<file path="config.mk">
export PLATFORM = sky130hd
export DESIGN_NAME = iv_curve_sweep_averager_unit
export DESIGN_NICKNAME = d
export VERILOG_FILES = /design/src/ivs_pkg.sv /design/src/ivs_div.sv /design/src/ivs_dp.sv /design/src/ivs_ctrl.sv /design/src/iv_curve_sweep_averager_unit.sv
export VERILOG_INCLUDE_DIRS = /design/src /design/src/src
export SDC_FILE = /design/constraint.sdc
export NUM_CORES = 2
export LEC_CHECK = 0
export ABC_AREA = 1
export BUFFER_PORTS_ARGS = -buffer_cell sky130_fd_sc_hd__clkbuf_2
export CAP_MARGIN = 10
export CORE_ASPECT_RATIO = 1.5
export CORE_MARGIN = 2
export CORE_UTILIZATION = 64
export DETAILED_ROUTE_END_ITERATION = 7
export PLACE_DENSITY_LB_ADDON = 0.1
export SKIP_CTS_REPAIR_TIMING = 1
export SLEW_MARGIN = 20
export SYNTH_ARGS = -nofsm -noshare
export SYNTH_HDL_FRONTEND = slang
export SYNTH_SLANG_ARGS = --single-unit
</file>
<file path="constraint.sdc">
create_clock -name clk_i -period 9.1 [get_ports clk_i]
set_input_delay 1.365 -clock clk_i [delete_from_list [all_inputs] [get_ports clk_i]]
set_output_delay 1.365 -clock clk_i [all_outputs]
set_load 0.02 [all_outputs]
</file>
<file path="src/assert_macros.svh">
// assertion macros used by the top-level rtl file
`ifndef ASSERT_MACROS_SVH
`define ASSERT_MACROS_SVH

`ifndef SYNTHESIS

// property must hold at every clock edge outside reset
`define IVS_ASSERT(lbl, clk, rst_n, prop, msg) \
  lbl: assert property (@(posedge clk) disable iff (!rst_n) prop) else $error(msg);

// condition must never be true outside reset
`define IVS_ASSERT_NEVER(lbl, clk, rst_n, cond, msg) \
  lbl: assert property (@(posedge clk) disable iff (!rst_n) !(cond)) else $error(msg);

`else

`define IVS_ASSERT(lbl, clk, rst_n, prop, msg)

`define IVS_ASSERT_NEVER(lbl, clk, rst_n, cond, msg)

`endif

`endif

</file>
<file path="src/ivs_pkg.sv">
// types, constants and gain table for the i-v sweep averager
package ivs_pkg;

  localparam int unsigned GATE_W     = 16;
  localparam int unsigned AVG_W      = 8;
  localparam int unsigned RANGE_W    = 2;
  localparam int unsigned SUM_W      = 20;
  localparam int unsigned VOUT_W     = 24;
  localparam int unsigned IOUT_W     = 20;
  localparam int unsigned POUT_W     = 26;
  localparam int unsigned GAIN_W     = 23;
  localparam int unsigned MUL_A_W    = 24;
  localparam int unsigned MUL_B_W    = 20;
  localparam int unsigned PROD_W     = MUL_A_W + MUL_B_W;
  localparam int unsigned CFG_IDX_W  = 3;
  localparam int unsigned CFG_DATA_W = 16;
  localparam int unsigned FRAC_W     = 16;

  localparam logic [SUM_W-1:0]   SUM_MAX   = {SUM_W{1'b1}};
  localparam logic [MUL_B_W-1:0] IGAIN_Q16 = 20'd531949;
  localparam logic [IOUT_W-1:0]  IOFFS_Q16 = 20'd918;
  localparam logic [PROD_W-1:0]  PWR_RND   = 44'd32768;

  localparam logic [AVG_W-1:0]   AVG_RST   = 8'd25;
  localparam logic [GATE_W-1:0]  START_RST = 16'd19661;
  localparam logic [GATE_W-1:0]  STOP_RST  = 16'd29491;
  localparam logic [GATE_W-1:0]  STEP_RST  = 16'd7;

  // configuration register indexes
  typedef enum logic [CFG_IDX_W-1:0] {
    REG_RANGE = 3'd0,
    REG_AVG   = 3'd1,
    REG_START = 3'd2,
    REG_STOP  = 3'd3,
    REG_STEP  = 3'd4
  } cfg_reg_e;

  // sweep phase
  typedef enum logic [1:0] {
    PH_IDLE = 2'd0,
    PH_FWD  = 2'd1,
    PH_BWD  = 2'd2
  } phase_e;

  // effective configuration seen by the datapath
  typedef struct packed {
    logic [RANGE_W-1:0] range_mode;
    logic [AVG_W-1:0]   avg;
    logic [GATE_W-1:0]  gate_start;
    logic [GATE_W-1:0]  gate_stop;
    logic [GATE_W-1:0]  gate_step;
  } cfg_t;

  // one result beat
  typedef struct packed {
    logic [GATE_W-1:0] dac_code;
    logic              point_valid;
    logic [GATE_W-1:0] point_gate;
    logic [VOUT_W-1:0] voltage;
    logic [IOUT_W-1:0] current;
    logic [POUT_W-1:0] power;
    logic              sweep_down;
    logic              scan_done;
    logic              scanning;
  } res_t;

  // controller to datapath
  typedef struct packed {
    logic capture;
    logic step;
    logic mul_v;
    logic div_start;
    logic take_v;
    logic mul_i;
    logic take_i;
    logic mul_p;
    logic finish;
  } dp_cmd_t;

  // datapath to controller
  typedef struct packed {
    logic point_due;
    logic div_done;
  } dp_sts_t;

  // voltage gain in q.16, ranges two and three use the array gain
  function automatic logic [GAIN_W-1:0] vgain(input logic [RANGE_W-1:0] rng);
    logic [GAIN_W-1:0] g;
    case (rng)
      2'd0:    g = 23'd72398;
      2'd1:    g = 23'd357768;
      default: g = 23'd7328544;
    endcase
    return g;
  endfunction

endpackage

</file>
<file path="src/ivs_div.sv">
// restoring divider, one quotient bit per cycle, 8-bit divisor
module ivs_div
  import ivs_pkg::*;
#(
  parameter int unsigned QW = 32
) (
  input  logic             clk_i,
  input  logic             rst_ni,
  input  logic             start_i,
  input  logic [QW-1:0]    numer_i,
  input  logic [AVG_W-1:0] denom_i,
  output logic [QW-1:0]    quot_o,
  output logic             done_o
);

  localparam int unsigned CW = $clog2(QW);

  logic [QW-1:0]    a_q, a_d;
  logic [AVG_W-1:0] rem_q, rem_d;
  logic [CW-1:0]    cnt_q;
  logic             busy_q, done_q;
  logic [AVG_W:0]   trial, diff;
  logic             ge;
  logic             last;

  // one shift-subtract step
  always_comb begin
    trial = {rem_q, a_q[QW-1]};
    diff  = trial - {1'b0, denom_i};
    ge    = trial >= {1'b0, denom_i};
    rem_d = ge ? diff[AVG_W-1:0] : trial[AVG_W-1:0];
    a_d   = {a_q[QW-2:0], ge};
    last  = cnt_q == CW'(QW - 1);
  end

  // iteration control
  always_ff @(posedge clk_i or negedge rst_ni) begin
    if (!rst_ni) begin
      busy_q <= 1'b0;
      done_q <= 1'b0;
      cnt_q  <= '0;
    end else begin
      done_q <= 1'b0;
      if (start_i) begin
        busy_q <= 1'b1;
        cnt_q  <= '0;
      end else if (busy_q) begin
        cnt_q <= cnt_q + 1'b1;
        if (last) begin
          busy_q <= 1'b0;
          done_q <= 1'b1;
        end
      end
    end
  end

  // quotient and remainder
  always_ff @(posedge clk_i) begin
    if (start_i) begin
      a_q   <= numer_i;
      rem_q <= '0;
    end else if (busy_q) begin
      a_q   <= a_d;
      rem_q <= rem_d;
    end
  end

  assign quot_o = a_q;
  assign done_o = done_q;

endmodule

</file>
<file path="src/ivs_dp.sv">
// datapath: sweep state, sums, shared multiplier, divider and result register
module ivs_dp
  import ivs_pkg::*;
#(
  parameter int unsigned ADC_BITS = 12,
  parameter int unsigned DAC_BITS = 16
) (
  input  logic                clk_i,
  input  logic                rst_ni,
  input  cfg_t                cfg_i,
  input  dp_cmd_t             cmd_i,
  input  logic                opcode_i,
  input  logic [ADC_BITS-1:0] voltage_sample_i,
  input  logic [ADC_BITS-1:0] current_sample_i,
  output dp_sts_t             sts_o,
  output res_t                res_o
);

  localparam int unsigned QW = PROD_W - ADC_BITS;
  localparam logic [GATE_W-1:0] DAC_MASK = GATE_W'({GATE_W{1'b1}} << (GATE_W - DAC_BITS));

  // captured input beat
  logic                op_q;
  logic [ADC_BITS-1:0] vs_q, cs_q;

  // sweep state
  phase_e            phase_q, phase_d;
  logic [GATE_W-1:0] gate_q, gate_d;
  logic [AVG_W-1:0]  pcnt_q, pcnt_d;
  logic [SUM_W-1:0]  vsum_q, vsum_d, isum_q, isum_d;

  // arithmetic registers
  logic [PROD_W-1:0] prod_q;
  logic [VOUT_W-1:0] v_q;
  logic [IOUT_W-1:0] i_q;
  res_t              res_q, res_d;

  logic              active;
  logic [AVG_W-1:0]  pc1;
  logic [SUM_W:0]    vadd, iadd;
  logic [MUL_A_W-1:0] mul_a;
  logic [MUL_B_W-1:0] mul_b;
  logic [PROD_W-1:0] mul_p;
  logic [PROD_W-1:0] rnd, numer_full;
  logic [QW-1:0]     quot;
  logic              div_done;
  logic [QW:0]       i_full;
  logic [PROD_W-1:0] p_sum;
  logic [POUT_W-1:0] p_sat;
  logic [GATE_W:0]   nxt, lim;

  // status for the controller
  always_comb begin
    active = (phase_q == PH_FWD) || (phase_q == PH_BWD);
    pc1    = pcnt_q + 1'b1;
    vadd   = {1'b0, vsum_q} + (SUM_W + 1)'(vs_q);
    iadd   = {1'b0, isum_q} + (SUM_W + 1)'(cs_q);
    sts_o.point_due = op_q && active && ((pc1 == '0) || (pc1 >= cfg_i.avg));
    sts_o.div_done  = div_done;
  end

  // shared multiplier operand select
  always_comb begin
    if (cmd_i.mul_v) begin
      mul_a = MUL_A_W'(vgain(cfg_i.range_mode));
      mul_b = vsum_q;
    end else if (cmd_i.mul_i) begin
      mul_a = MUL_A_W'(IGAIN_Q16);
      mul_b = isum_q;
    end else begin
      mul_a = v_q;
      mul_b = i_q;
    end
    mul_p = mul_a * mul_b;
  end

  // divider: (prod + avg*2^(adc-1)) >> adc, then / avg
  always_comb begin
    rnd        = PROD_W'(cfg_i.avg) << (ADC_BITS - 1);
    numer_full = (prod_q + rnd) >> ADC_BITS;
  end

  ivs_div #(
    .QW(QW)
  ) u_div (
    .clk_i   (clk_i),
    .rst_ni  (rst_ni),
    .start_i (cmd_i.div_start),
    .numer_i (numer_full[QW-1:0]),
    .denom_i (cfg_i.avg),
    .quot_o  (quot),
    .done_o  (div_done)
  );

  // current offset, power rounding with saturation, and the next and limit gate codes
  always_comb begin
    i_full = (QW + 1)'(quot) + (QW + 1)'(IOFFS_Q16);
    p_sum  = prod_q + PWR_RND;
    p_sat  = (p_sum[PROD_W-1:FRAC_W+POUT_W] != '0) ? {POUT_W{1'b1}}
                                                    : p_sum[FRAC_W+POUT_W-1:FRAC_W];
    nxt    = {1'b0, gate_q} + {1'b0, cfg_i.gate_step};
    lim    = {1'b0, cfg_i.gate_start} + {1'b0, cfg_i.gate_step};
  end

  // sweep state update and result build
  always_comb begin
    phase_d = phase_q;
    gate_d  = gate_q;
    pcnt_d  = pcnt_q;
    vsum_d  = vsum_q;
    isum_d  = isum_q;
    res_d   = res_q;
    if (cmd_i.step) begin
      res_d = '0;
      if (!op_q) begin
        pcnt_d  = '0;
        vsum_d  = '0;
        isum_d  = '0;
        gate_d  = cfg_i.gate_start;
        phase_d = (cfg_i.gate_start <= cfg_i.gate_stop) ? PH_FWD : PH_IDLE;
        res_d.dac_code = cfg_i.gate_start & DAC_MASK;
        res_d.scanning = cfg_i.gate_start <= cfg_i.gate_stop;
      end else if (!active) begin
        res_d.dac_code = gate_q & DAC_MASK;
      end else begin
        vsum_d = vadd[SUM_W] ? SUM_MAX : vadd[SUM_W-1:0];
        isum_d = iadd[SUM_W] ? SUM_MAX : iadd[SUM_W-1:0];
        pcnt_d = pc1;
        res_d.dac_code = gate_q & DAC_MASK;
        res_d.scanning = 1'b1;
      end
    end else if (cmd_i.finish) begin
      res_d             = '0;
      res_d.point_valid = 1'b1;
      res_d.point_gate  = gate_q;
      res_d.voltage     = v_q;
      res_d.current     = i_q;
      res_d.power       = p_sat;
      res_d.sweep_down  = phase_q == PH_BWD;
      if (phase_q != PH_BWD) begin
        if (nxt > {1'b0, cfg_i.gate_stop}) begin
          phase_d = PH_BWD;
          gate_d  = cfg_i.gate_stop;
        end else begin
          gate_d = nxt[GATE_W-1:0];
        end
      end else begin
        if ({1'b0, gate_q} < lim) begin
          phase_d         = PH_IDLE;
          res_d.scan_done = 1'b1;
        end else begin
          gate_d = gate_q - cfg_i.gate_step;
        end
      end
      pcnt_d = '0;
      vsum_d = '0;
      isum_d = '0;
      res_d.dac_code = gate_d & DAC_MASK;
      res_d.scanning = phase_d != PH_IDLE;
    end
  end

  // sweep state registers
  always_ff @(posedge clk_i or negedge rst_ni) begin
    if (!rst_ni) begin
      phase_q <= PH_IDLE;
      gate_q  <= '0;
      pcnt_q  <= '0;
      vsum_q  <= '0;
      isum_q  <= '0;
    end else begin
      phase_q <= phase_d;
      gate_q  <= gate_d;
      pcnt_q  <= pcnt_d;
      vsum_q  <= vsum_d;
      isum_q  <= isum_d;
    end
  end

  // payload registers
  always_ff @(posedge clk_i) begin
    if (cmd_i.capture) begin
      op_q <= opcode_i;
      vs_q <= voltage_sample_i;
      cs_q <= current_sample_i;
    end
    if (cmd_i.mul_v || cmd_i.mul_i || cmd_i.mul_p) begin
      prod_q <= mul_p;
    end
    if (cmd_i.take_v) begin
      v_q <= (quot[QW-1:VOUT_W] != '0) ? {VOUT_W{1'b1}} : quot[VOUT_W-1:0];
    end
    if (cmd_i.take_i) begin
      i_q <= (i_full[QW:IOUT_W] != '0) ? {IOUT_W{1'b1}} : i_full[IOUT_W-1:0];
    end
    res_q <= res_d;
  end

  assign res_o = res_q;

endmodule

</file>
<file path="src/ivs_ctrl.sv">
// controller: sequences capture, accumulate, scaling and result hand-off
module ivs_ctrl
  import ivs_pkg::*;
(
  input  logic    clk_i,
  input  logic    rst_ni,
  input  logic    in_fire_i,
  input  logic    out_free_i,
  input  dp_sts_t sts_i,
  output dp_cmd_t cmd_o,
  output logic    in_ready_o,
  output logic    load_out_o
);

  typedef enum logic [10:0] {
    S_IDLE  = 11'b000_0000_0001,
    S_STEP  = 11'b000_0000_0010,
    S_MULV  = 11'b000_0000_0100,
    S_DIVV  = 11'b000_0000_1000,
    S_WAITV = 11'b000_0001_0000,
    S_MULI  = 11'b000_0010_0000,
    S_DIVI  = 11'b000_0100_0000,
    S_WAITI = 11'b000_1000_0000,
    S_PWR   = 11'b001_0000_0000,
    S_FIN   = 11'b010_0000_0000,
    S_EMIT  = 11'b100_0000_0000
  } state_e;

  state_e state_q, state_d;

  // next state and commands
  always_comb begin
    state_d    = state_q;
    cmd_o      = '0;
    in_ready_o = 1'b0;
    load_out_o = 1'b0;
    unique case (state_q)
      S_IDLE: begin
        in_ready_o    = 1'b1;
        cmd_o.capture = in_fire_i;
        if (in_fire_i) state_d = S_STEP;
      end
      S_STEP: begin
        cmd_o.step = 1'b1;
        state_d    = sts_i.point_due ? S_MULV : S_EMIT;
      end
      S_MULV: begin
        cmd_o.mul_v = 1'b1;
        state_d     = S_DIVV;
      end
      S_DIVV: begin
        cmd_o.div_start = 1'b1;
        state_d         = S_WAITV;
      end
      S_WAITV: begin
        cmd_o.take_v = sts_i.div_done;
        if (sts_i.div_done) state_d = S_MULI;
      end
      S_MULI: begin
        cmd_o.mul_i = 1'b1;
        state_d     = S_DIVI;
      end
      S_DIVI: begin
        cmd_o.div_start = 1'b1;
        state_d         = S_WAITI;
      end
      S_WAITI: begin
        cmd_o.take_i = sts_i.div_done;
        if (sts_i.div_done) state_d = S_PWR;
      end
      S_PWR: begin
        cmd_o.mul_p = 1'b1;
        state_d     = S_FIN;
      end
      S_FIN: begin
        cmd_o.finish = 1'b1;
        state_d      = S_EMIT;
      end
      S_EMIT: begin
        load_out_o = out_free_i;
        if (out_free_i) state_d = S_IDLE;
      end
      default: begin
        state_d = S_IDLE;
      end
    endcase
  end

  // state register
  always_ff @(posedge clk_i or negedge rst_ni) begin
    if (!rst_ni) begin
      state_q <= S_IDLE;
    end else begin
      state_q <= state_d;
    end
  end

endmodule

</file>
<file path="src/iv_curve_sweep_averager_unit.sv">
// i-v curve sweep averager top level: config registers, controller, datapath, output register
// a start beat or a sample that completes no point goes from the step state straight to the emit state
// a completing sample then goes through the scaling states, which hold two
// passes through the bit-serial divider that divides the scaled sums by avg_count
// one item is in work at a time; the next beat is taken while the last result waits downstream
// reset clears the sweep state to idle and loads the register defaults; no clearing pass
`include "assert_macros.svh"

module iv_curve_sweep_averager_unit
  import ivs_pkg::*;
#(
  parameter int unsigned ADC_BITS = 12,
  parameter int unsigned DAC_BITS = 16
) (
  input  logic                  clk_i,
  input  logic                  rst_ni,
  // configuration write port
  input  logic                  cfg_we_i,
  input  logic [CFG_IDX_W-1:0]  cfg_idx_i,
  input  logic [CFG_DATA_W-1:0] cfg_wdata_i,
  // input channel
  input  logic                  in_valid_i,
  output logic                  in_ready_o,
  input  logic                  opcode_i,
  input  logic [ADC_BITS-1:0]   voltage_sample_i,
  input  logic [ADC_BITS-1:0]   current_sample_i,
  // result channel
  output logic                  out_valid_o,
  input  logic                  out_ready_i,
  output logic [GATE_W-1:0]     dac_code_o,
  output logic                  point_valid_o,
  output logic [GATE_W-1:0]     point_gate_o,
  output logic [VOUT_W-1:0]     voltage_out_o,
  output logic [IOUT_W-1:0]     current_out_o,
  output logic [POUT_W-1:0]     power_out_o,
  output logic                  sweep_down_o,
  output logic                  scan_done_o,
  output logic                  scanning_o
);

  logic [RANGE_W-1:0] range_q;
  logic [AVG_W-1:0]   avg_q;
  logic [GATE_W-1:0]  start_q, stop_q, step_q;
  cfg_t               cfg;

  dp_cmd_t cmd;
  dp_sts_t sts;
  res_t    res;
  res_t    out_q;
  logic    out_valid_q;
  logic    in_fire, out_free, load_out;

  // configuration registers
  always_ff @(posedge clk_i or negedge rst_ni) begin
    if (!rst_ni) begin
      range_q <= '0;
      avg_q   <= AVG_RST;
      start_q <= START_RST;
      stop_q  <= STOP_RST;
      step_q  <= STEP_RST;
    end else if (cfg_we_i) begin
      unique case (cfg_idx_i)
        REG_RANGE: range_q <= cfg_wdata_i[RANGE_W-1:0];
        REG_AVG:   avg_q   <= cfg_wdata_i[AVG_W-1:0];
        REG_START: start_q <= cfg_wdata_i[GATE_W-1:0];
        REG_STOP:  stop_q  <= cfg_wdata_i[GATE_W-1:0];
        REG_STEP:  step_q  <= cfg_wdata_i[GATE_W-1:0];
        default: ;
      endcase
    end
  end

  // zero count and zero step act as one
  always_comb begin
    cfg.range_mode = range_q;
    cfg.avg        = (avg_q == '0) ? AVG_W'(1) : avg_q;
    cfg.gate_start = start_q;
    cfg.gate_stop  = stop_q;
    cfg.gate_step  = (step_q == '0) ? GATE_W'(1) : step_q;
  end

  assign in_fire  = in_valid_i && in_ready_o;
  assign out_free = !out_valid_q || out_ready_i;

  ivs_ctrl u_ctrl (
    .clk_i      (clk_i),
    .rst_ni     (rst_ni),
    .in_fire_i  (in_fire),
    .out_free_i (out_free),
    .sts_i      (sts),
    .cmd_o      (cmd),
    .in_ready_o (in_ready_o),
    .load_out_o (load_out)
  );

  ivs_dp #(
    .ADC_BITS (ADC_BITS),
    .DAC_BITS (DAC_BITS)
  ) u_dp (
    .clk_i            (clk_i),
    .rst_ni           (rst_ni),
    .cfg_i            (cfg),
    .cmd_i            (cmd),
    .opcode_i         (opcode_i),
    .voltage_sample_i (voltage_sample_i),
    .current_sample_i (current_sample_i),
    .sts_o            (sts),
    .res_o            (res)
  );

  // output register
  always_ff @(posedge clk_i or negedge rst_ni) begin
    if (!rst_ni) begin
      out_valid_q <= 1'b0;
    end else if (load_out) begin
      out_valid_q <= 1'b1;
    end else if (out_ready_i) begin
      out_valid_q <= 1'b0;
    end
  end

  always_ff @(posedge clk_i) begin
    if (load_out) begin
      out_q <= res;
    end
  end

  assign out_valid_o   = out_valid_q;
  assign dac_code_o    = out_q.dac_code;
  assign point_valid_o = out_q.point_valid;
  assign point_gate_o  = out_q.point_gate;
  assign voltage_out_o = out_q.voltage;
  assign current_out_o = out_q.current;
  assign power_out_o   = out_q.power;
  assign sweep_down_o  = out_q.sweep_down;
  assign scan_done_o   = out_q.scan_done;
  assign scanning_o    = out_q.scanning;

  // checks
  `IVS_ASSERT(a_busy_after_beat, clk_i, rst_ni, in_fire |=> !in_ready_o, "beat taken while busy")
  `IVS_ASSERT(a_load_when_free, clk_i, rst_ni, load_out |-> out_free, "result overwritten")
  `IVS_ASSERT(a_done_on_back_point, clk_i, rst_ni, out_valid_q && out_q.scan_done |-> out_q.point_valid && out_q.sweep_down && !out_q.scanning, "scan end not on backward point")
  `IVS_ASSERT_NEVER(a_point_ends_scan, clk_i, rst_ni, out_valid_q && out_q.point_valid && !out_q.scanning && !out_q.scan_done, "point left scan without done")

endmodule

</file>
Yosys cells after proc, flatten, opt, wreduce, memory -nomap -nowiden. Index checks and enable logic that the tools add are counted. Widths: inputs -> output; s select.

Add/subtract/negate cells: 11. $mul: 1. $lt $le $gt $ge: 5. Eq/ne operators: 26. Muxes and demuxes: 72. Reductions and logical operators: 30.

Operators with widths (count): $mux 20 (11); $mux 106 (2); $pmux 11 s11 (1); $mux 16 (7); $mux 32 (2); $mux 11 (5); $mux 24 (2); $mux 8 (6); $pmux 23 s2 (1); $add 44x16->44 const B (1); $add 44x19->44 (1); $mul 24x20->44 (1); $add 20x12->21 (2); $add 16x16->17 (2); $add 32x10->33 const B (1); $mux 26 (1); $mux 1 (24); $gt 17x16->1 (1); $lt 16x17->1 (1); $le 16x16->1 (1); $logic_not 16->1 (1); $logic_not 8->1 (2); $mux 2 (8); $sub 16x16->16 (1); 37 further kinds (60).

Flip-flop bits (word level): 508. Bits of input ports: 49. Output and inout port bits: 108. Logic and storage cells: 186.

Logic depth before layout (Yosys ltp).
Depth after elaboration: 11. Mapped depth: 38. Mapped depth without buffers: 36.

Cells and area by module. A second synthesis with hierarchy kept.

Cells, all modules: 5044. Area total of the unflattened synthesis: 42918.7 um^2.

By module, submodules not included: ivs_dp (instances 1, cells an instance 4268, area each 33707.3 um^2, seq. area each 7006.7 um^2); iv_curve_sweep_averager_unit (instances 1, cells an instance 368, area each 5879.4 um^2, seq. area each 4688.2 um^2); ivs_div (instances 1, cells an instance 305, area each 2522.4 um^2, seq. area each 1296.2 um^2); ivs_ctrl (instances 1, cells an instance 103, area each 809.5 um^2, seq. area each 276.5 um^2).

Worst setup path before layout. OpenSTA, ideal clock, no wires.

Kind: reg2reg. Start: reg u_ctrl.state_q[10]. End: reg u_dp.prod_q[43], data pin. Setup time: 0.252 ns. Arrival: 7.146 ns. Data required time: 8.848 ns. Path slack: 1.701 ns. Stages on the path, launching flop included: 34. Buffers on the path: 2. Clock period less this slack: 7.399 ns. Cells stage by stage: dfrtp_1 nor2_4 nand2_4 nor2_8 nand2_4 clkbuf_1 a211oi_1 a21oi_1 inv_1 clkbuf_1 nor2_1 fa_1 fa_1 inv_1 fa_1 inv_1 fa_1 inv_1 fa_1 inv_1 fa_1 inv_1 fa_1 inv_1 ha_1 a21oi_1 o21a_1 inv_1 a21oi_1 o21ai_0 a221oi_1 nand2_1 nand2_1 nand2_1.

Longest elaborated chain between the ends: 5. Elaborated cells on any way between the ends: 9. Classes of those cells: mul: 1; eq/ne: 2; mux: 6.

Ends and longest elaborated chain: start, declared (RTL line ivs_ctrl.sv:29) `state_e state_q, state_d;`; start signal, assigned (RTL line ivs_ctrl.sv:94) `state_q <= state_d;`; $eq 11x6->1 (RTL line ivs_ctrl.sv:37) `unique case (state_q)`; $mux 1 (RTL line ivs_ctrl.sv:37); $mux 24 or $mux 20 (tied branches) (RTL line ivs_dp.sv:67) `end else if (cmd_i.mul_i) begin`; $mux 24 or $mux 20 (tied branches) (RTL line ivs_dp.sv:64) `if (cmd_i.mul_v) begin`; $mul 24x20->44 (*) (RTL line ivs_dp.sv:74) `mul_p = mul_a * mul_b;`; named net u_dp.mul_p[43] (RTL line ivs_dp.sv:43) `logic [PROD_W-1:0] mul_p;`; end signal, assigned (RTL line ivs_dp.sv:188) `prod_q <= mul_p;`; end, declared (RTL line ivs_dp.sv:33) `logic [PROD_W-1:0] prod_q;`.

Mark *: on every way through the listed nets, which the timed path passes. The rest lies on a longest branch. A chain may end at the register's enable or synchronous reset.

Worst setup path after layout.
Start: reg u_ctrl.state_q[7]. End: reg u_dp.prod_q[43], data pin.

Same word-level chain as after synthesis.

==> results.md <==
- Status: completed
- Flops & latches, synth: 497
- Compound-Gate Fraction of Synth Area: 0.0922
- First-pass iteration count of the detailed router: 8
- Ports: 157
- Cells on worst reg2reg path: 31
- Reg2Reg Setup Slack: 440 ps
- Final setup violation count: 0
- Final Cycle Share: 0.952
- DR iter-0 viols: 3392
- Global-route wire length before repair: 220 mm
- Total CTS buffers: 46
- # DRC: 0
- Slew Limit Headroom: 0.201
- Initial core utilization: 0.645
- Crit start category: register
- Min cycle time layout: 8660 ps
- Mux cell area share after synthesis: 0
- Worst-case clock skew: 20.6 ps
- Die Width: 214 um
- Min-Delay Endpoint: dac_code_o[11]
- Die height: 319 um
- Dpl hpwl: 116 mm
- Port Buffer Count: 156
- Syn nets: 5719
- Vias in the first global route: 37100
- Clk_lat worst skew: 640 ps
- Synth Area in XOR/XNOR: 0.0319
- Actual slew at the worst max-slew pin: 1190 ps
- Min-delay src: u_dp.res_o[101]
- Synth warn: 0
- Pins Over Slew Limit: 0
- Crit path kind: reg2reg
- Wirelength per Cell: 24.5 um
- GPL Wtd Cong: 1.07
- Dominant cell type by area after synthesis: fa_1
- Top-area cell type share of the netlist area: 0.189
- Die area: 68100 um^2
- RSZ-0062 raised after global routing: no
- Gr usage total: 0.446
- Max_cap viols: 0
- Worst R2R Start: u_ctrl.state_q[7]
- Crit-path max FO: 32
- Number of vias in the routed layout: 35900
- Largest family of logic cells by synthesized area: adder cells
- Final WL: 148 mm
- Largest net degree at the start of global routing: 86
- CTS root buf: clkbuf_16
- Number of nets with antenna violations after routing: 0
- CTS clk-pin slew, worst paths: 80 ps
- CTS H-tree depth: 2
- Core Box Area: 65500 um^2
- Worst hold stages: 0
- Slowest-stage cell, CP: fa_1
- Adder-Cell Fraction of Synth Area: 0.277
- Final hold vios: 0
- CTS tree: done
- Initial antenna violation count: 8
- Synth Area in Simple Gates: 0.188
- Remaining Overflow, GRT: 0
- Worst setup EP type: register
- Top cells by area, synth: fa_1, edfxtp_1, nand2_1
- Layout cells sized above 1: 0.0841
- Pwr dens: 171 nW/um^2
- Synthesized area per cell: 8.50 um^2
- Nets: 5847
- Slowest cell delay on critical path: 770 ps
- Count of standard-cell rows: 115
- Mapped Area: 42300 um^2
- Clk sinks: 497
- Cell count after synthesis: 4972
- WP data arrival: 9060 ps
- Critical path required time: 9500 ps
- Via-to-Cell Ratio: 5.97
- Reg-to-Reg End: u_dp.prod_q[43]
- Sum Neg Setup Slack: 0 ps
- P&R area growth vs syn: 7.83%
- WHS: 422 ps
- Leak: 22.5 nW
- Min-Delay Path Class: reg2reg
- Fmax achieved: 115 MHz
- Clk buf depth: 3
- Maximum VDD drop: 0.151 mV
- Yosys cell types: 65
- Seq/Total Area, Yosys: 0.314
synth_stat cells (all sizes together):
master and n:
o21a 15, o22ai 16, and3 3, ha 300, o21bai 12, a22o 37
o21ai 308, a31o 1, dfrtp 119, nand4 53, a2111oi 1, o211ai 21
dfxtp 97, a21boi 7, nand2 1058, a211o 1, o221ai 3, a21oi 180
a221oi 4, o2111ai 2, a31oi 24, nor2 488, nor4 21, nand3b 16
nand3 205, and2 4, a311oi 1, inv 890, nor3 38, dfstp 24
o41ai 4, a211oi 13, o31ai 4, xnor2 31, edfxtp 257, fa 398
xor2 123, clkbuf 88, clkinv 13, or2 12, a21o 15, buf 65
registers in the layout, indices dropped and copies added, names as in the netlist, 20 cells and up:
name,flops
current_out_o,20
power_out_o,26
u_dp.i_q,20
u_dp.isum_q,20
u_dp.prod_q,33
u_dp.res_o,106
u_dp.u_div.quot_o,32
u_dp.v_q,24
u_dp.vsum_q,20
voltage_out_o,24
worst max path at each step:
stage                        from         endpoint  slack [ps]  cells after the start
2_1_floorplan  u_ctrl.state_q[10]  u_dp.prod_q[43]        1700                     33
3_3_place_gp   u_ctrl.state_q[10]  u_dp.prod_q[28]         690                     29
3_5_place_dp    u_ctrl.state_q[7]  u_dp.prod_q[28]         610                     29
4_1_cts         u_ctrl.state_q[7]  u_dp.prod_q[28]         620                     29
5_1_grt         u_ctrl.state_q[7]  u_dp.prod_q[43]          30                     31
6_report        u_ctrl.state_q[7]  u_dp.prod_q[43]         440                     31
cells in the final DEF (no fill, tap or decap), drive strengths merged, types with 78 or more instances in the layout:
cell type | netlist | routed
nand2 | 1058 | 1058
inv | 890 | 894
nor2 | 488 | 488
fa | 398 | 398
o21ai | 308 | 308
ha | 300 | 300
edfxtp | 257 | 257
clkbuf | 88 | 220
nand3 | 205 | 205
a21oi | 180 | 180
xor2 | 123 | 123
dfrtp | 119 | 119
dfxtp | 97 | 97
buf | 65 | 78
critical path: cells and delay by family (launching register included):
family / cells / cell delay, ps
adders and majority gates: 8 / 4140
and+or+nand+nor: 9 / 1400
AOI/OAI and AO/OA: 6 / 1330
buffers and inverters: 8 / 1120
DFF: 1 / 400
final cells by class:
class	count	area, um^2
antenna	2	5.00
clock buffer	65	1310
clock inverter	20	156
fill	5354	19900
inverter	903	3390
multi-input combinational	3419	24900
sequential	497	13300
tap	877	1100
timing repair buffer	233	1380
power by group:
group / internal, W / total [W] / switching, W
clock: 0.00102 / 0.00192 / 0.000898
sequential: 0.00259 / 0.00288 / 0.000290
combinational: 0.000923 / 0.00298 / 0.00205
total: 0.00454 / 0.00778 / 0.00324
per-layer routing:
metal / global-route usage / up-vias / routed length [um]
met5: 0 / - / 35
met2: 0.732 / 1841 / 70100
met4: 0.493 / 6 / 21200
met1: 0.431 / 17100 / 44100
li1: - / 16000 / -
met3: 0.109 / 883 / 12300
cell families after synthesis:
family / Yosys count
xor+xnor: 154
fa+ha+maj: 698
compound gates: 669
simple gates: 1898
buf+inv: 1056
flops: 497
stage by stage:
step / util / total power (W) / cell area, um^2 / std cells / worst slack (ps)
finish: 0.696 / 0.00778 / 45600 / 6016 / 438
global route: 0.696 / 0.00820 / 45600 / 6014 / 33.0
CTS: 0.695 / 0.00762 / 45500 / 6012 / 616
detailed placement: 0.673 / 0.00572 / 44000 / 5927 / 607
global placement: 0.673 / 0.00569 / 44000 / 5927 / 694
floorplan: - / 0.00477 / 42300 / 4972 / 1700
Note: power is estimated with default switching activity, not from simulation.
